$ cat src/sv/lpr_pkg.sv
// ---------------------------------------------------------------------------
// lpr_pkg
// Shared types, codes and opcode decode helpers for the packet receiver.
// ---------------------------------------------------------------------------
package lpr_pkg;

   localparam int BYTE_W     = 8;
   localparam int STATUS_W   = 3;
   localparam int POS_W      = 5;
   localparam int CSR_ADDR_W = 2;
   localparam int RSP_DATA_W = 16;

   // result status codes (rsp_tuser)
   typedef enum logic [STATUS_W-1:0] {
      ST_STORED   = 3'd0,
      ST_PKT_OUT  = 3'd1,
      ST_INVALID  = 3'd2,
      ST_OVERLONG = 3'd3,
      ST_TICK     = 3'd4,
      ST_TIMEOUT  = 3'd5
   } status_type;

   // input item kinds (req_tuser)
   localparam logic KIND_BYTE = 1'b0;
   localparam logic KIND_TICK = 1'b1;

   // register indexes
   localparam logic [CSR_ADDR_W-1:0] CSR_SILENCE_LIMIT = 2'd0;
   localparam logic [CSR_ADDR_W-1:0] CSR_POWER_ON      = 2'd1;
   localparam logic [CSR_ADDR_W-1:0] CSR_POWER_OFF     = 2'd2;

   localparam logic [BYTE_W-1:0] SILENCE_LIMIT_RST = 8'd100;
   localparam logic [BYTE_W-1:0] POWER_ON_RST      = 8'd131;
   localparam logic [BYTE_W-1:0] POWER_OFF_RST     = 8'd130;

   // opcode classes (upper nibble)
   localparam logic [3:0] OPC_LEN2 = 4'h8;
   localparam logic [3:0] OPC_LEN4A = 4'hA;
   localparam logic [3:0] OPC_LEN4B = 4'hB;
   localparam logic [3:0] OPC_LEN6 = 4'hC;
   localparam logic [3:0] OPC_VAR  = 4'hE;
   localparam logic [BYTE_W-1:0] OPC_VAR_BAD = 8'hE0;
   localparam logic [BYTE_W-1:0] LEN_MASK    = 8'h7F;

   typedef struct packed {
      logic accept;   // input transaction this cycle
      logic emit_rd;  // read next packet byte into the result slot
   } ctrl_cmd_type;

   typedef struct packed {
      logic res_free;  // result slot free at the coming edge
      logic complete;  // current input byte completes a packet
      logic rd_last;   // current read index is the final packet byte
   } dp_status_type;

   function automatic logic is_variable(input logic [BYTE_W-1:0] b);
      is_variable = (b[7:4] == OPC_VAR) && (b != OPC_VAR_BAD);
   endfunction

   function automatic logic [BYTE_W-1:0] fixed_length(input logic [BYTE_W-1:0] b);
      logic [BYTE_W-1:0] len;
      unique case (b[7:4])
         OPC_LEN2:             len = 8'd2;
         OPC_LEN4A, OPC_LEN4B: len = 8'd4;
         OPC_LEN6:             len = 8'd6;
         default:              len = 8'd0;
      endcase
      fixed_length = len;
   endfunction

endpackage

$ cat src/sv/loconet_packet_receiver_core.sv
// Path: a byte or tick result goes through the result slot, then the output register.
// Throughput: one transaction per cycle while results drain; a completing byte emits its
//   n packet bytes at one per cycle while results drain, from the store's registered read,
//   and req_tready stays low until the last of them is read.
// Reset: synchronous, active high; clears counters, booster flag and valids, and loads
//   the config defaults. The packet store is not cleared and needs no clearing pass.
// ---------------------------------------------------------------------------
// loconet_packet_receiver_core
// Frames received bus bytes into packets and emits each completed packet.
// ---------------------------------------------------------------------------
module loconet_packet_receiver_core import lpr_pkg::*; #(
   parameter int PACKET_BYTES = 32
) (
   input  logic                  clock,
   input  logic                  reset,
   // config write port
   input  logic                  csr_we,
   input  logic [CSR_ADDR_W-1:0] csr_addr,
   input  logic [BYTE_W-1:0]     csr_wdata,
   // input items
   input  logic                  req_tvalid,
   output logic                  req_tready,
   input  logic [BYTE_W-1:0]     req_tdata,   // [7:0] rx_byte
   input  logic                  req_tuser,   // [0] opcode (0 byte, 1 ms tick)
   // results
   output logic                  rsp_tvalid,
   input  logic                  rsp_tready,
   output logic [RSP_DATA_W-1:0] rsp_tdata,   // [7:0] packet_byte, [12:8] byte_position,
                                              // [13] booster_on, [15:14] zero
   output logic [STATUS_W-1:0]   rsp_tuser,   // [2:0] status
   output logic                  rsp_tlast    // last result of the transaction
);

   ctrl_cmd_type  cmd;
   dp_status_type stat;

   // Controller owns the handshake and the emission sequence; the datapath
   // holds the store, framing counters and a result slot ahead of the
   // output register so a new transaction is taken while a result waits.
   lpr_ctrl u_ctrl (
      .clock      (clock),
      .reset      (reset),
      .req_tvalid (req_tvalid),
      .req_tready (req_tready),
      .stat       (stat),
      .cmd        (cmd)
   );

   lpr_datapath #(
      .PACKET_BYTES (PACKET_BYTES)
   ) u_dp (
      .clock      (clock),
      .reset      (reset),
      .csr_we     (csr_we),
      .csr_addr   (csr_addr),
      .csr_wdata  (csr_wdata),
      .req_tuser  (req_tuser),
      .req_tdata  (req_tdata),
      .cmd        (cmd),
      .stat       (stat),
      .rsp_tvalid (rsp_tvalid),
      .rsp_tready (rsp_tready),
      .rsp_tdata  (rsp_tdata),
      .rsp_tuser  (rsp_tuser),
      .rsp_tlast  (rsp_tlast)
   );

endmodule

$ cat src/sv/lpr_ctrl.sv
// ---------------------------------------------------------------------------
// lpr_ctrl
// Sequencer: gates input transactions and steps packet emission.
// ---------------------------------------------------------------------------
module lpr_ctrl import lpr_pkg::*; (
   input  logic          clock,
   input  logic          reset,
   input  logic          req_tvalid,
   output logic          req_tready,
   input  dp_status_type stat,
   output ctrl_cmd_type  cmd
);

   typedef enum logic {
      S_IDLE,
      S_EMIT
   } state_type;

   state_type state_ff;
   state_type state_in;

   assign req_tready  = (state_ff == S_IDLE) && stat.res_free;
   assign cmd.accept  = req_tvalid && req_tready;
   assign cmd.emit_rd = (state_ff == S_EMIT) && stat.res_free;

   always_comb begin
      state_in = state_ff;
      unique case (state_ff)
         S_IDLE: begin
            if (cmd.accept && stat.complete) state_in = S_EMIT;
         end
         S_EMIT: begin
            if (cmd.emit_rd && stat.rd_last) state_in = S_IDLE;
         end
         default: state_in = S_IDLE;
      endcase
   end

   always_ff @(posedge clock) begin
      if (reset) begin
         state_ff <= S_IDLE;
      end else begin
         state_ff <= state_in;
      end
   end

endmodule

$ cat src/sv/lpr_datapath.sv
// ---------------------------------------------------------------------------
// lpr_datapath
// Packet store, framing counters, config registers and result/output regs.
// ---------------------------------------------------------------------------
module lpr_datapath import lpr_pkg::*; #(
   parameter int PACKET_BYTES = 32
) (
   input  logic                  clock,
   input  logic                  reset,
   input  logic                  csr_we,
   input  logic [CSR_ADDR_W-1:0] csr_addr,
   input  logic [BYTE_W-1:0]     csr_wdata,
   input  logic                  req_tuser,
   input  logic [BYTE_W-1:0]     req_tdata,
   input  ctrl_cmd_type          cmd,
   output dp_status_type         stat,
   output logic                  rsp_tvalid,
   input  logic                  rsp_tready,
   output logic [RSP_DATA_W-1:0] rsp_tdata,
   output logic [STATUS_W-1:0]   rsp_tuser,
   output logic                  rsp_tlast
);

   localparam int AW = (PACKET_BYTES > 1) ? $clog2(PACKET_BYTES) : 1;
   localparam int FW = $clog2(PACKET_BYTES + 1);
   localparam int PAD_W = RSP_DATA_W - BYTE_W - POS_W - 1;
   localparam logic [FW-1:0] FILL_MAX = FW'(PACKET_BYTES);
   localparam logic [FW-1:0] FILL_ONE = FW'(1);

   // config
   logic [BYTE_W-1:0] limit_ff, pwr_on_ff, pwr_off_ff;

   // framing state
   logic [FW-1:0]     fill_ff;
   logic [BYTE_W-1:0] exp_len_ff;
   logic [BYTE_W-1:0] silence_ff;
   logic              booster_ff;
   logic [BYTE_W-1:0] first_ff;
   logic [BYTE_W-1:0] store_mem [PACKET_BYTES];

   // emission
   logic [AW-1:0] rd_idx_ff;
   logic [FW-1:0] emit_len_ff;

   // result slot and output register
   logic              res_valid_ff, res_last_ff, res_booster_ff;
   status_type        res_status_ff;
   logic [BYTE_W-1:0] res_byte_ff;
   logic [POS_W-1:0]  res_pos_ff;
   logic              out_valid_ff, out_last_ff, out_booster_ff;
   status_type        out_status_ff;
   logic [BYTE_W-1:0] out_byte_ff;
   logic [POS_W-1:0]  out_pos_ff;

   logic              is_tick, fill_zero, opc_bad, overlong, completes, timeout, rd_last;
   logic              out_free, load_single;
   logic [BYTE_W-1:0] rx, sil_inc, exp_sel, first_sel;
   logic [FW-1:0]     fill_inc;
   status_type        single_status;
   logic [BYTE_W-1:0] single_byte;
   logic [POS_W-1:0]  single_pos;

   assign rx        = req_tdata;
   assign is_tick   = (req_tuser == KIND_TICK);
   assign fill_zero = (fill_ff == '0);
   assign sil_inc   = (silence_ff == '1) ? silence_ff : silence_ff + 8'd1;
   assign timeout   = !fill_zero && (sil_inc > limit_ff);
   assign first_sel = fill_zero ? rx : first_ff;
   assign opc_bad   = fill_zero && (fixed_length(rx) == '0) && !is_variable(rx);
   assign overlong  = (fill_ff >= FILL_MAX);
   assign fill_inc  = fill_ff + FILL_ONE;

   always_comb begin
      priority if (fill_zero) begin
         exp_sel = fixed_length(rx);
      end else if ((fill_ff == FILL_ONE) && is_variable(first_ff)) begin
         exp_sel = rx & LEN_MASK;
      end else begin
         exp_sel = exp_len_ff;
      end
   end

   assign completes = !is_tick && !opc_bad && !overlong && (8'(fill_inc) == exp_sel);
   assign rd_last   = ((FW'(rd_idx_ff) + FILL_ONE) == emit_len_ff);

   always_comb begin
      single_byte = rx;
      single_pos  = '0;
      priority if (is_tick) begin
         single_status = timeout ? ST_TIMEOUT : ST_TICK;
         single_byte   = '0;
      end else if (opc_bad) begin
         single_status = ST_INVALID;
      end else if (overlong) begin
         single_status = ST_OVERLONG;
      end else begin
         single_status = ST_STORED;
         single_pos    = POS_W'(fill_ff);
      end
   end

   assign out_free    = !out_valid_ff || rsp_tready;
   assign load_single = cmd.accept && !completes;

   assign stat.res_free = !res_valid_ff || out_free;
   assign stat.complete = completes;
   assign stat.rd_last  = rd_last;

   // control state
   always_ff @(posedge clock) begin
      if (reset) begin
         limit_ff     <= SILENCE_LIMIT_RST;
         pwr_on_ff    <= POWER_ON_RST;
         pwr_off_ff   <= POWER_OFF_RST;
         fill_ff      <= '0;
         exp_len_ff   <= '0;
         silence_ff   <= '0;
         booster_ff   <= 1'b0;
         res_valid_ff <= 1'b0;
         out_valid_ff <= 1'b0;
      end else begin
         if (csr_we) begin
            unique case (csr_addr)
               CSR_SILENCE_LIMIT: limit_ff   <= csr_wdata;
               CSR_POWER_ON:      pwr_on_ff  <= csr_wdata;
               CSR_POWER_OFF:     pwr_off_ff <= csr_wdata;
               default: ;
            endcase
         end
         if (cmd.accept) begin
            if (is_tick) begin
               if (!fill_zero) begin
                  silence_ff <= sil_inc;
                  if (timeout) fill_ff <= '0;
               end
            end else begin
               silence_ff <= '0;
               if (!opc_bad) begin
                  exp_len_ff <= exp_sel;
                  if (overlong || completes) begin
                     fill_ff <= '0;
                  end else begin
                     fill_ff <= fill_inc;
                  end
                  if (completes) begin
                     if (first_sel == pwr_on_ff) begin
                        booster_ff <= 1'b1;
                     end else if (first_sel == pwr_off_ff) begin
                        booster_ff <= 1'b0;
                     end
                  end
               end
            end
         end
         if (cmd.emit_rd || load_single) begin
            res_valid_ff <= 1'b1;
         end else if (out_free) begin
            res_valid_ff <= 1'b0;
         end
         if (out_free) out_valid_ff <= res_valid_ff;
      end
   end

   // packet store: write on stored byte, registered read into the result slot
   always_ff @(posedge clock) begin
      if (cmd.accept && !is_tick && !opc_bad && !overlong) begin
         store_mem[fill_ff[AW-1:0]] <= rx;
      end
      if (cmd.emit_rd) begin
         res_byte_ff <= store_mem[rd_idx_ff];
      end else if (load_single) begin
         res_byte_ff <= single_byte;
      end
   end

   // payload
   always_ff @(posedge clock) begin
      if (cmd.accept && !is_tick && fill_zero) first_ff <= rx;
      if (cmd.accept && completes) begin
         emit_len_ff <= fill_inc;
         rd_idx_ff   <= '0;
      end else if (cmd.emit_rd) begin
         rd_idx_ff <= rd_idx_ff + AW'(1);
      end
      if (cmd.emit_rd) begin
         res_status_ff  <= ST_PKT_OUT;
         res_pos_ff     <= POS_W'(rd_idx_ff);
         res_last_ff    <= rd_last;
         res_booster_ff <= booster_ff;
      end else if (load_single) begin
         res_status_ff  <= single_status;
         res_pos_ff     <= single_pos;
         res_last_ff    <= 1'b1;
         res_booster_ff <= booster_ff;
      end
      if (out_free && res_valid_ff) begin
         out_status_ff  <= res_status_ff;
         out_byte_ff    <= res_byte_ff;
         out_pos_ff     <= res_pos_ff;
         out_last_ff    <= res_last_ff;
         out_booster_ff <= res_booster_ff;
      end
   end

   assign rsp_tvalid = out_valid_ff;
   assign rsp_tdata  = {{PAD_W{1'b0}}, out_booster_ff, out_pos_ff, out_byte_ff};
   assign rsp_tuser  = out_status_ff;
   assign rsp_tlast  = out_last_ff;

endmodule

$ cat config.mk
export PLATFORM = sky130hd
export DESIGN_NAME = loconet_packet_receiver_core
export DESIGN_NICKNAME = d
export VERILOG_FILES = /design/src/sv/lpr_pkg.sv /design/src/sv/loconet_packet_receiver_core.sv /design/src/sv/lpr_ctrl.sv /design/src/sv/lpr_datapath.sv
export SDC_FILE = /design/constraint.sdc
export NUM_CORES = 1
export LEC_CHECK = 0
export ABC_AREA = 1
export BUFFER_PORTS_ARGS = -buffer_cell sky130_fd_sc_hd__buf_4
export CORE_UTILIZATION = 62
export DETAILED_ROUTE_END_ITERATION = 10
export PLACE_DENSITY = 0.86
export SLEW_MARGIN = 30
export SYNTH_ARGS = -nofsm -noshare
export SYNTH_HDL_FRONTEND = slang
export SYNTH_SLANG_ARGS = --single-unit
$ cat constraint.sdc
create_clock -name clock -period 3.7 [get_ports clock]
set_input_delay 0.185 -clock clock [delete_from_list [all_inputs] [get_ports clock]]
set_output_delay 0.185 -clock clock [all_outputs]
set_load 0.005 [all_outputs]
==> results.toml <==
[yosys]
yosysTopAreaCell = "edfxtp_1"
netlist_area_um2 = 15620
syn-mean-instance-area_um2 = 10.91
yosysSeqAreaShare_pct = 66.33
synth_edf_count = 303
netlist_instances = 1431
yosys_warnings = 0
synth.area.top_cells = "edfxtp_1 58%, dfxtp_1 8.1%, o21ai_0 6.4%, nor2_1 5.4%, nand2_1 4.2%"
synth_seq_cells = 366
synth_top_flop_cell = "edfxtp_1"
synthArstFlopShare_pct = 0
synth.distinct_cells = 41
synth_top_area_share_pct = 58.26

[critical_path]
critical_path_arrival_ps = 3590
end_kind = "flop"
cp_num_buf_inv = 1
slowest_stage = "dfxtp_1"
critPathMostFrequentCell = "nand2_1"
path_max_fanout = 8
cp.required_ps = 4090
cpPeakStageDelay_ps = 390
rrSetupSlack_ps = 510
path_delay_family = "simple AND/OR/NAND/NOR gates"
worstSetupPathType = "reg -> reg"
crit_chain = "ha_1 -> nand2_1 -> nor3_1 -> nand3_1 -> nand4_1 -> xnor2_1 -> ha_1 -> a21oi_1 -> o21ai_0 -> nand3_1 -> o211ai_1 -> nand2_1 -> nand2_1 -> nand2_1 -> inv_1 -> o21ai_0 -> a21oi_1"
startpoint_type = "flop"

[floorplan]
num_rows = 57
io_pins = 46
start_util_pct = 63.66
die-area_um2 = 25830
fp.dieH_um = 160.7
core-area_um2 = 24530
dieWidth_um = 160.7

[cells_and_area]
most-common-layout-cells = "303 x edfxtp_1, 226 x nor2_1, 201 x o21ai_0"
fillers = 1640
num_antenna_cells = 0
layout-drive-gt1-share_pct = 12.08
area_growth_pct = 12.87
seq_area_um2 = 10360
layout_commonest_cell = "edfxtp_1"
multiInputGateArea_um2 = 4598
nets = 1524

[detailed_routing]
drtIter0Drc = 1492
drt_pass1_iterations = 6
drc = 0
wire_per_inst_um = 20.95
ant_nets = 0
wl_mm = 38.52
viasPerCell = 6.216
vias = 11430

[global_route]
grt.overflow.total = 0
grt_pass1_wl_mm = 60.28
grt_pass1_vias = 10960
antenna_found_initial = 0
grt_max_degree = 129
grt.total_usage_pct = 30.53

[sta]
rsz0062_at_grt = "no"
slew_violations = 0
hold_viol_final = 0
fin_setup_tns_ps = 0
finClkSkew_ps = 25.41
post-route-min-period_ps = 3191
finalSetupViolations = 0
tightestPinTransition_ps = 913.7
min_period_over_period_pct = 86.23
timing.fmax_mhz = 313.4
relSlewSlack_pct = 39.02

[clock_network]
cts_root_buf = "clkbuf_16"
cts_buffers = 37
htreeDepth = 2
clock_latency_ps = 530
ctsHoldBuffers = 11
clk_pin_slew_ps = 60
clock_sinks = 366
cts_resized = 0
cts_tree = "done"
clockBufferDepth = 3
post_cts_buffers = 0

[pwr]
leakagePower_nw = 6.193
powerDensity_nw_per_um2 = 616.1
max-vdd-ir-drop_mv = 0.5118
finalPower_mw = 10.86

[run_status]
status = "finished clean"

[placement]
io_buffers = 43
dp_hpwl_mm = 23.99
gp_congestion = 0.9252

[hold_path]
hold_path_class = "in -> reg"

[flow_run]
maxCapViolations = 0
-- sequential cells by signal (all words and copies together), names as in the netlist, 5 cells and up, named ones only --
signal and cells:
u_dp.out_pos_ff 5, u_dp.store_mem 256, u_dp.res_pos_ff 5, u_dp.fill_ff 6, u_dp.res_byte_ff 8, u_dp.pwr_off_ff 8, u_dp.emit_len_ff 6, u_dp.limit_ff 8
u_dp.first_ff 8, u_dp.rd_idx_ff 5, u_dp.exp_len_ff 8, u_dp.out_byte_ff 8, u_dp.pwr_on_ff 8, u_dp.silence_ff 8
-- tightest hold or removal path: cells and delay by family --
kind                   cells  cell delay, ps
AOI/OAI and AO/OA          1              60
buffers and inverters      2             170
and+or+nand+nor            1              90
-- stage by stage --
| step | hold slack [ps] | util, % | cells | worst slack, ps | cell area, um2 |
|---|---|---|---|---|---|
| 2_1_floorplan | 283.9 | - | 1432 | 1042 | 15620 |
| 3_3_place_gp | 405.8 | 66.39 | 1760 | 776.8 | 16290 |
| 3_5_place_dp | 406.1 | 66.39 | 1760 | 616.1 | 16290 |
| 4_1_cts | 13.75 | 71.81 | 1839 | 553.3 | 17620 |
| 5_1_grt | 64.81 | 71.86 | 1839 | 139.6 | 17630 |
| 6_report | 48.12 | 71.86 | 1839 | 509.4 | 17630 |
-- worst paths after layout --
kind / start / endpoint / depth (start not counted)
max reg2reg: u_dp.silence_ff[1] / u_dp.fill_ff[2] / 17
max: u_dp.silence_ff[1] / u_dp.fill_ff[2] / 17
min reg2reg: u_dp.res_byte_ff[0] / u_dp.out_byte_ff[0] / 0
min: rsp_tready / u_dp.rsp_tvalid / 4
-- layout make-up --
class | count | area share [%]
Clock buffer | 47 | 5.706
Clock inverter | 21 | 1.207
Inverter | 97 | 2.087
Multi-Input combinational cell | 901 | 26.08
Sequential cell | 366 | 58.79
Tap cell | 324 | 2.300
Timing Repair Buffer | 83 | 3.833
-- report_power, final --
| part | leakage, nW | switching, mW | internal, mW |
|---|---|---|---|
| logic | 2.33 | 1.78 | 0.700 |
| registers | 3.26 | 0.0675 | 4.56 |
| clock network | 0.595 | 1.53 | 2.22 |
-- cells by family after synthesis --
logic type	share of synthesized area, %
fa+ha+maj	1.122
compound gates	13.25
flops	66.33
xor+xnor	0.7851
other cells	0.02401
buf+inv	4.358
simple gates	14.13
-- routing by layer --
metal	GRT usage [%]	wire (um)	vias to the layer above
li1	-	-	5198
met1	40.86	14710	5399
met2	49.17	18340	704
met3	5.940	3969	131
met4	12.91	1503	0
met5	0	0	-
-- cell usage after synthesis, types with 8 or more instances --
cell,count
edfxtp_1,303
nor2_1,226
o21ai_0,201
nand2_1,173
inv_1,90
o22ai_1,64
dfxtp_1,63
a21oi_1,51
clkbuf_1,50
nand3_1,47
nand4_1,15
o221ai_1,15
ha_1,14
nand2_2,10
o21ai_2,10
nor3_1,9
o211ai_1,9
buf_2,8
nand3_2,8
Note: power is estimated with default switching activity, not from simulation.
